==> config.mk <==
export PLATFORM = sky130hd
export DESIGN_NAME = calendar_date_step
export DESIGN_NICKNAME = d
export VERILOG_FILES = /design/src/rtl/core/cds_pkg.sv /design/src/rtl/core/calendar_date_step.sv
export SDC_FILE = /design/constraint.sdc
export NUM_CORES = 1
export LEC_CHECK = 0
export ABC_AREA = 1
export BUFFER_PORTS_ARGS = -buffer_cell sky130_fd_sc_hd__buf_2
export CORE_MARGIN = 1
export CORE_UTILIZATION = 40
export DETAILED_ROUTE_END_ITERATION = 16
export GPL_TIMING_DRIVEN = 0
export HOLD_SLACK_MARGIN = 0.05
export SETUP_SLACK_MARGIN = 0.4
export SLEW_MARGIN = 25
export SYNTH_ARGS = -nofsm -noshare
export SYNTH_HDL_FRONTEND = slang
export SYNTH_SLANG_ARGS = --single-unit
==> constraint.sdc <==
create_clock -name clk_i -period 18.2 [get_ports clk_i]
set_input_delay 2.73 -clock clk_i [delete_from_list [all_inputs] [get_ports clk_i]]
set_output_delay 2.73 -clock clk_i [all_outputs]
set_load 0.01 [all_outputs]
==> src/rtl/core/cds_pkg.sv <==
`timescale 1ns / 1ps

package cds_pkg;

  // Field widths
  localparam int unsigned YearW  = 14;
  localparam int unsigned MonthW = 4;
  localparam int unsigned DayW   = 5;
  localparam int unsigned WdayW  = 3;

  // Beat widths, padded to whole bytes
  localparam int unsigned InDataW  = 24;
  localparam int unsigned OutDataW = 40;

  localparam logic [YearW-1:0]  YearMax = 14'd9999;
  localparam logic [MonthW-1:0] MonthJan = 4'd1;
  localparam logic [MonthW-1:0] MonthFeb = 4'd2;
  localparam logic [MonthW-1:0] MonthDec = 4'd12;
  localparam logic [DayW-1:0]   DayLast  = 5'd31;

  // Step direction carried on the input tuser
  typedef enum logic {
    KIND_NEXT = 1'b0,
    KIND_PREV = 1'b1
  } kind_e;

  // floor(v / 100) for v < 16800: multiply by 5243 / 2^19
  localparam logic [12:0] RecipDiv100 = 13'd5243;
  // floor(x / 7) for x < 256: multiply by 293 / 2^11
  localparam logic [8:0]  RecipDiv7   = 9'd293;

  function automatic logic [7:0] div100(input logic [14:0] v);
    logic [27:0] p;
    p = 28'(v) * 28'(RecipDiv100);
    return p[26:19];
  endfunction

  function automatic logic [2:0] mod7(input logic [7:0] x);
    logic [16:0] p;
    logic [5:0]  q;
    logic [7:0]  r;
    p = 17'(x) * 17'(RecipDiv7);
    q = p[16:11];
    r = x - 8'(q) * 8'd7;
    return r[2:0];
  endfunction

  // Days in a month; zero for a month code outside 1..12
  function automatic logic [DayW-1:0] month_days(input logic [MonthW-1:0] m,
                                                 input logic leap);
    logic [DayW-1:0] len;
    unique case (m) inside
      4'd2:                                   len = leap ? 5'd29 : 5'd28;
      4'd4, 4'd6, 4'd9, 4'd11:                len = 5'd30;
      4'd1, 4'd3, 4'd5, 4'd7, 4'd8, 4'd10, 4'd12: len = 5'd31;
      default:                                len = '0;
    endcase
    return len;
  endfunction

  // Gauss month term floor(2.6*sm - 0.2), sm counted from March
  function automatic logic [DayW-1:0] month_term(input logic [MonthW-1:0] m);
    logic [DayW-1:0] t;
    unique case (m)
      4'd3:    t = 5'd2;
      4'd4:    t = 5'd5;
      4'd5:    t = 5'd7;
      4'd6:    t = 5'd10;
      4'd7:    t = 5'd12;
      4'd8:    t = 5'd15;
      4'd9:    t = 5'd18;
      4'd10:   t = 5'd20;
      4'd11:   t = 5'd23;
      4'd12:   t = 5'd25;
      4'd1:    t = 5'd28;
      4'd2:    t = 5'd31;
      default: t = '0;
    endcase
    return t;
  endfunction

endpackage

==> src/rtl/core/calendar_date_step.sv <==
`timescale 1ns / 1ps
// A beat goes from the input register to the result register on the master side.
// Throughput: one beat per cycle; an input register feeds a result register
// through one pass of date logic, and both stages move whenever the next is free.
// Reset: asynchronous, active low; it empties both stages, no other state is kept.

module calendar_date_step
  import cds_pkg::*;
(
  input  logic                clk_i,
  input  logic                rst_ni,
  // tdata: year_in[13:0], month_in[17:14], day_in[22:18], zeros above
  input  logic [InDataW-1:0]  s_axis_tdata,
  // tuser: kind (0 next day, 1 previous day)
  input  logic                s_axis_tuser,
  input  logic                s_axis_tvalid,
  output logic                s_axis_tready,
  // tdata: date_valid[0], leap_year[1], month_length[6:2], weekday[9:7],
  //        year_out[23:10], month_out[27:24], day_out[32:28], at_limit[33],
  //        zeros above
  output logic [OutDataW-1:0] m_axis_tdata,
  output logic                m_axis_tvalid,
  input  logic                m_axis_tready
);

  // Input stage
  logic              in_vld_q;
  kind_e             kind_q;
  logic [YearW-1:0]  year_q;
  logic [MonthW-1:0] month_q;
  logic [DayW-1:0]   day_q;

  // Result stage
  logic              out_vld_q;
  logic              valid_q, leap_q, limit_q;
  logic [DayW-1:0]   len_q, day_out_q;
  logic [WdayW-1:0]  wday_q;
  logic [YearW-1:0]  year_out_q;
  logic [MonthW-1:0] month_out_q;

  logic              valid_d, leap_d, limit_d;
  logic [DayW-1:0]   len_d, day_out_d;
  logic [WdayW-1:0]  wday_d;
  logic [YearW-1:0]  year_out_d;
  logic [MonthW-1:0] month_out_d;

  logic out_adv;
  logic in_take;

  assign out_adv       = !out_vld_q || m_axis_tready;
  assign s_axis_tready = !in_vld_q || out_adv;
  assign in_take       = s_axis_tvalid && s_axis_tready;

  // Pipeline valid bits
  always_ff @(posedge clk_i or negedge rst_ni) begin
    if (!rst_ni) begin
      in_vld_q  <= 1'b0;
      out_vld_q <= 1'b0;
    end else begin
      if (s_axis_tready) in_vld_q <= s_axis_tvalid;
      if (out_adv)       out_vld_q <= in_vld_q;
    end
  end

  // Input payload
  always_ff @(posedge clk_i) begin
    if (in_take) begin
      kind_q  <= kind_e'(s_axis_tuser);
      year_q  <= s_axis_tdata[13:0];
      month_q <= s_axis_tdata[17:14];
      day_q   <= s_axis_tdata[22:18];
    end
  end

  // Leap year from floor(y/100) and y mod 100
  logic [7:0]  yq100;
  logic [6:0]  yr100;
  always_comb begin
    yq100  = div100({1'b0, year_q});
    yr100  = 7'(year_q - 14'(yq100) * 14'd100);
    leap_d = (yr100 == '0) ? (yq100[1:0] == 2'd0) : (yr100[1:0] == 2'd0);
  end

  // Month length and date check
  always_comb begin
    len_d   = month_days(month_q, leap_d);
    valid_d = (len_d != '0) && (day_q != '0) && (day_q <= len_d);
  end

  // Weekday: Jan/Feb count in the year before; only the year mod 400 matters
  logic [14:0] wy;
  logic [7:0]  wq100;
  logic [6:0]  wr100;
  logic [7:0]  wsum;
  always_comb begin
    wy    = ((month_q == MonthJan) || (month_q == MonthFeb)) ?
            (15'(year_q) + 15'd399) : 15'(year_q);
    wq100 = div100(wy);
    wr100 = 7'(wy - 15'(wq100) * 15'd100);
    // day + month term + (y%4) + 5*((y%100)/4) + 5*((y%400)/100), all mod 7
    wsum  = 8'(day_q) + 8'(month_term(month_q)) + 8'(wr100[1:0])
          + 8'(wr100[6:2]) * 8'd5 + 8'(wq100[1:0]) * 8'd5;
    wday_d = valid_d ? mod7(wsum) : '0;
  end

  // Day step with month and year rollover, held at the year range ends
  always_comb begin
    year_out_d  = year_q;
    month_out_d = month_q;
    day_out_d   = day_q;
    limit_d     = 1'b0;
    if (valid_d) begin
      if (year_q > YearMax) begin
        limit_d = 1'b1;
      end else if (kind_q == KIND_NEXT) begin
        if (day_q < len_d) begin
          day_out_d = day_q + 5'd1;
        end else if (month_q < MonthDec) begin
          month_out_d = month_q + 4'd1;
          day_out_d   = 5'd1;
        end else if (year_q < YearMax) begin
          year_out_d  = year_q + 14'd1;
          month_out_d = MonthJan;
          day_out_d   = 5'd1;
        end else begin
          limit_d = 1'b1;
        end
      end else begin
        if (day_q > 5'd1) begin
          day_out_d = day_q - 5'd1;
        end else if (month_q > MonthJan) begin
          month_out_d = month_q - 4'd1;
          day_out_d   = month_days(month_q - 4'd1, leap_d);
        end else if (year_q != '0) begin
          year_out_d  = year_q - 14'd1;
          month_out_d = MonthDec;
          day_out_d   = DayLast;
        end else begin
          limit_d = 1'b1;
        end
      end
    end
  end

  // Result payload
  always_ff @(posedge clk_i) begin
    if (out_adv && in_vld_q) begin
      valid_q     <= valid_d;
      leap_q      <= leap_d;
      len_q       <= len_d;
      wday_q      <= wday_d;
      year_out_q  <= year_out_d;
      month_out_q <= month_out_d;
      day_out_q   <= day_out_d;
      limit_q     <= limit_d;
    end
  end

  assign m_axis_tvalid = out_vld_q;
  assign m_axis_tdata  = {6'd0, limit_q, day_out_q, month_out_q, year_out_q,
                          wday_q, len_q, leap_q, valid_q};

endmodule
==> results of run 1 <==
layout make-up:
type / count / share of cell area
timing repair buffer: 64 / 0.02370
clock buffer: 9 / 0.01557
tap: 442 / 0.03823
sequential: 63 / 0.1266
inverter: 402 / 0.1047
clock inverter: 6 / 0.005968
buffer: 18 / 0.008909
multi-input combinational: 1025 / 0.6763
kinds of logic (layout without fill, tap and decap cells):
family                   Yosys count  in the layout  share of synthesized area
XOR/XNOR                          71             71                    0.05098
adder cells (fa/ha/maj)          438            438                     0.4977
AND/OR/NAND/NOR                  335            335                     0.1110
buffers and inverters            420            499                     0.1242
other                              1              6                  0.0002835
AO/OA/AOI/OAI                    175            175                    0.07728
flip-flops                        63             63                     0.1385
cell usage in the layout, fill, tap and decap left out, types with 11 or more instances in the layout:
cell | Yosys | layout
inv_1 | 392 | 391
ha_1 | 291 | 291
fa_1 | 147 | 147
buf_4 | 12 | 12
buf_2 | 1 | 64
nand3_1 | 41 | 41
xor2_1 | 50 | 50
xnor2_1 | 17 | 17
nand4_1 | 11 | 11
nand2_1 | 191 | 191
o21ai_0 | 50 | 49
a21oi_1 | 71 | 70
nor2_1 | 57 | 57
edfxtp_1 | 56 | 56
state kept, by name, summed over array words and instances (netlist names), named ones only:
| register | cells |
|---|---|
| year_out_q | 14 |
| year_q | 14 |
| day_out_q | 5 |
| day_q | 5 |
| month_out_q | 4 |
| month_q | 4 |
| len_q | 3 |
| wday_q | 3 |
| in_vld_q | 1 |
| kind_q | 1 |
| leap_q | 1 |
| limit_q | 1 |
| m_axis_tvalid | 1 |
| valid_q | 1 |
worst max-delay path, delay by kind of cell (launching register included):
family                     cells  cell delay [ps]
AOI/OAI and AO/OA             12             2180
buffers and inverters         17             1370
xor gates and xnor gates       9             2120
DFF                            1              720
adders and majority gates     20             7820
and+or+nand+nor               18             1730
worst paths after layout:
check                               start            end  slack [ps]  cells past startpoint
worst min register to register   in_vld_q  m_axis_tvalid         520                      2
worst max-delay path            year_q[3]      wday_q[2]        2080                     76
worst min-delay path             in_vld_q  m_axis_tvalid         520                      2
worst max register to register  year_q[3]      wday_q[2]        2080                     76
max in group asynchronous          rst_ni  m_axis_tvalid       15930                      1
min in group asynchronous          rst_ni       in_vld_q        2170                      1
routing by layer:
metal / vias to the layer above / routed length (µm) / global-route usage
li1: 4871 / - / -
met1: 4679 / 14810 / 0.2704
met2: 159 / 14020 / 0.3083
met3: 24 / 976 / 0.02159
met4: 0 / 331 / 0.02833
met5: - / 0 / 0
metrics by stage:
step | cells | utilization | instance area, µm² | setup WS (ps) | hold WS (ps)
after floorplan | 1508 | - | 13250 | 4206 | 447.1
after global placement | 2013 | 0.4338 | 14110 | 2205 | 452.3
after detailed placement | 2014 | 0.4350 | 14150 | 1998 | 508.3
after CTS | 2029 | 0.4446 | 14470 | 1955 | 520.3
after global routing | 2029 | 0.4446 | 14470 | 816.5 | 552.9
final | 2029 | 0.4446 | 14470 | 2078 | 523.9
==> out/results.tsv, run 1 <==
stage	metric	value	unit
finish	diodes	0	
drt	route.vias.total	9733	
floorplan	die_y	183.9	µm
worst_setup_path	slowest_delay	720	ps
clock_network	htreeDepth	3	
finish	drive_gt1_frac	0.08444	
placed_design	globalplace.congestion	0.8772	
worst_setup_path	cp.required	18380	ps
floorplan	die_w	183.9	µm
logic_synthesis	synth_cell_types	59	
global_routing	grt_pass1_wl	50030	µm
clock_network	cts_setup_buffers	0	
worst_setup_path	start_kind	flip-flop	
placed_design	portBuffers	63	
logic_synthesis	async_flop_share	0.03175	
clock_network	tritoncts	done	
drt	dr.pass1.iters	5	
sta	maxSlewHeadroom	0.3619	
logic_synthesis	yosysTopAreaCellShare	0.2753	
clock_network	clk-insertion-delay-late	330	ps
logic_synthesis	post-synth-top-count-cell	inv_1	
run_status	status	finished, final reports clean	
clock_network	clkTransAtPathRegs	60	ps
placed_design	place_hpwl	26280	µm
clock_network	clockRootBuffer	clkbuf_16	
finish	multi_input_area	0.009783	mm²
floorplan	core-area	0.03254	mm²
finish	area_growth	9.355	%
floorplan	start_util	0.4066	
drt	drt-total-wl	30130	µm
logic_synthesis	synth_warnings	0	
clock_network	cts_sinks	63	
logic_synthesis	syn_area_per_cell	8.801	µm²
sta	finalCritPeriodShare	0.8858	
clock_network	cts-buffers-inserted	9	
finish	seqCellArea	0.001832	mm²
worst_setup_path	crit_slowest_cell	edfxtp_1	
global_routing	track_usage	0.1882	
finish	nets	2050	
drt	dr.first_iter.drc_count	543	
worst_setup_path	cp_max_fo	9	
clock_network	clockBufferDepth	2	
sta	setup_viol	0	
global_routing	grt_max_degree	25	
worst_setup_path	end_kind	flip-flop	
job	maxCapViolCount	0	
floorplan	pin_count	71	
worst_setup_path	cp_common_cell	inv_1	
sta	slew_violations	0	
sta	clock.fmax	0.06203	GHz
logic_synthesis	synthTopCellsByArea	ha_1 28%, fa_1 22%, edfxtp_1 13%, inv_1 11%, nand2_1 5.4%	
sta	rsz0062_at_grt	false	
logic_synthesis	synthFlopType	edfxtp_1	
drt	avgViaCountPerCell	4.797	
sta	setup_tns	0	ps
sta	min_period	16120	ps
sta	hold_viol_final	0	
drt	ant_nets	0	
global_routing	gr-total-overflow	0	
logic_synthesis	ys_seq_area_frac	0.1385	
logic_synthesis	synth_commonest_cells	392 x inv_1, 291 x ha_1, 191 x nand2_1	
global_routing	grt_pass1_vias	9744	
clock_network	cts_hold_buf	0	
clock_network	cts-resized-gates	0	
logic_synthesis	synth_edf_count	56	
global_routing	antenna_found_initial	0	
sta	tightest_slew	953.6	ps
logic_synthesis	synth_cells	1503	
worst_setup_path	critPathKind	reg -> reg	
logic_synthesis	synth.largest_area_cell	ha_1	
finish	fillCellCount	3239	
sta	skew	8.257	ps
floorplan	die-area	0.03380	mm²
logic_synthesis	ys_ff_latch	63	
drt	post_drt_wl_per_cell	14.85	µm
drt	drcViolationCount	0	
worst_setup_path	critPathArrivalTime	16300	ps
logic_synthesis	netlist_area	0.01323	mm²
floorplan	rows	66	
hold_path	min_path_type	reg -> reg	
Power of run 1 is not shown: default switching activity piles up to over one toggle a cycle in this logic, so the estimate is an artifact.
==> inputs of run 2 (changes only) <==
Clock period 18.2 ns to 13.5 ns, I/O delays scaled along.
==> run 2 against run 1 <==
  * The flow now finishes with violations (negative setup slack)
  * Critical endpoint unchanged
  * Register-to-register slack got worse by 2200 ps
  * Via count rose by 4.5%
  * Worst hold slack got worse by 18 ps
==> out/results.tsv, run 2 (same netlist as run 1, synthesis figures left out) <==
stage	metric	value	unit	change
floorplan	die-area	0.03380	mm²	unchanged
floorplan	die_y	183.9	µm	unchanged
floorplan	start_util	0.4066		unchanged
finish	layout_common_cells	363 x inv_1, 264 x ha_1, 180 x nand2_1, 145 x fa_1, 91 x buf_4		was 391 x inv_1, 291 x ha_1, 191 x nand2_1, 147 x fa_1, 70 x a21oi_1
clock_network	cts_sinks	63		unchanged
drt	dr.first_iter.drc_count	453		was 543
sta	setup_slack	-141.4	ps	was 2078 ps
sta	slew_violations	0		unchanged
clock_network	cts-buffers-inserted	9		unchanged
placed_design	portBuffers	63		unchanged
run_status	status	complete, but fails checks		was finished, final reports clean
finish	layout.cells.most_common	inv_1		unchanged
clock_network	tritoncts	done		unchanged
finish	area_growth	20.30	%	was 9.355%
worst_setup_path	critPathKind	reg -> reg		unchanged
sta	finalCritPeriodShare	1.010		was 0.8858
worst_setup_path	cp_common_cell	fa_1		was inv_1
finish	fillCellCount	3070		was 3239
global_routing	grt_max_degree	25		unchanged
drt	drcViolationCount	0		unchanged
finish	stdcell_count	2119		was 2029
sta	min_period	13640	ps	was 16120 ps
global_routing	track_usage	0.1999		was 0.1882
sta	skew	3.824	ps	was 8.257 ps
drt	ant_nets	0		unchanged
run_status	violations	negative setup slack		
drt	post_drt_wl_per_cell	15.27	µm	was 14.85 µm
sta	maxSlewHeadroom	0.3384		was 0.3619
hold_path	holdPathEnd	m_axis_tvalid		unchanged
sta	clock.fmax	0.07331	GHz	was 0.06203 GHz
sta	setup_viol	1		was 0
sta	tightest_slew	991.3	ps	was 953.6 ps
worst_setup_path	cp_max_fo	4		was 9
clock_network	clk-insertion-delay-late	330	ps	about the same
worst_setup_path	slowest_delay	550	ps	was 720 ps
clock_network	clockRootBuffer	clkbuf_16		unchanged
hold_path	min_path_type	reg -> reg		unchanged
finish	drive_gt1_frac	0.1992		was 0.08444
worst_setup_path	critPathArrivalTime	13720	ps	was 16300 ps
placed_design	globalplace.congestion	0.8720		was 0.8772
sta	hold_viol_final	0		unchanged
placed_design	place_hpwl	26430	µm	was 26280 µm
floorplan	die_w	183.9	µm	unchanged
drt	dr.pass1.iters	5		unchanged
worst_setup_path	r2r-start	year_q[1]		was year_q[3]
floorplan	pin_count	71		unchanged
global_routing	grt_pass1_vias	10600		was 9744
floorplan	rows	66		unchanged
finish	fin_util	0.4891		was 0.4446
drt	avgViaCountPerCell	4.802		was 4.797
floorplan	core-area	0.03254	mm²	unchanged
clock_network	clkTransAtPathRegs	50	ps	was 60 ps
finish	nets	2139		was 2050
drt	drt-total-wl	32350	µm	was 30130 µm
worst_setup_path	end_kind	flip-flop		unchanged
clock_network	cts_hold_buf	0		unchanged
worst_setup_path	reg2regPathDepth	71		was 76
hold_path	min_from	in_vld_q		unchanged
drt	route.vias.total	10180		was 9733
sta	rsz0062_at_grt	true		was false
finish	largestRegisters	year_out_q x14, year_q x14		unchanged
worst_setup_path	cp.required	13580	ps	was 18380 ps
worst_setup_path	reg2reg_to	wday_q[2]		unchanged
global_routing	antenna_found_initial	0		unchanged
placed_design	place_inst	2014		unchanged
worst_setup_path	ff2ff_setup_slack	-140	ps	was 2080 ps
sta	whs	506.3	ps	was 523.9 ps
global_routing	grt_pass1_wl	52960	µm	was 50030 µm
hold_path	hold_depth	2		unchanged
clock_network	clockBufferDepth	2		unchanged
global_routing	gr-total-overflow	0		unchanged
worst_setup_path	crit_slowest_cell	fa_1		was edfxtp_1
job	maxCapViolCount	0		unchanged
finish	diodes	0		unchanged
worst_setup_path	start_kind	flip-flop		unchanged
sta	setup_tns	-141.4	ps	was 0 ps
clock_network	htreeDepth	3		unchanged
==> run 2: cell count changes in the layout (fill, tap and decap cells not counted), moves of 23 or more <==
cell	change
buf_4	+79
ha_1	-27
ha_4	+23
inv_1	-28
inv_2	+26
==> run 2: per-stage QoR <==
stage	instance area [µm²]	setup WS (ps)
floorplan	13400	247.6
global placement	14270	-1333
detailed placement	14310	-1564
CTS	15770	-2.241
global route	15910	-799.9
finish	15910	-141.4
==> run 2: worst max path at each step <==
stage,startpoint,endpoint,depth (start not counted)
global route,year_q[2],wday_q[2],74
CTS,year_q[2],wday_q[2],76
floorplan,year_q[3],wday_q[2],77
detailed placement,year_q[0],wday_q[2],71
global placement,year_q[0],wday_q[2],70
finish,year_q[1],wday_q[2],71
==> run 2: timing repair <==
item | 4_1_cts | 5_1_grt
resized for setup | 90 | 21
gates cloned | 0 | 0
pin swaps | 57 | 26
endpoints found under the setup margin | 3 | 3
setup buffers | 81 | 8
==> run 2: worst max-delay path: cells and delay by family, from the launching register on <==
kind | cells | cell delay [ps]
buffers and inverters | 13 | 1060
XOR/XNOR | 10 | 1840
AO/OA/AOI/OAI | 13 | 1920
adder cells (fa/ha/maj) | 19 | 6820
AND/OR/NAND/NOR | 16 | 1270
flip-flops | 1 | 490
==> run 2: cell type report <==
type	instances	area, µm²	area share
Buffer	18	128.9	0.008099
Clock buffer	10	229.0	0.01439
Clock inverter	6	61.31	0.003853
Inverter	402	1521	0.09561
Multi-Input combinational cell	1025	10500	0.6596
Sequential cell	63	1832	0.1151
Tap cell	442	553.0	0.03475
Timing Repair Buffer	153	1091	0.06856
==> run 2: metal layers <==
metal,part of all wire,global-route usage
met5,0,0
met4,0.0081,0.03767
met1,0.47,0.2725
met2,0.49,0.3415
met3,0.041,0.02318
Power of run 2 is left out for the same reason.
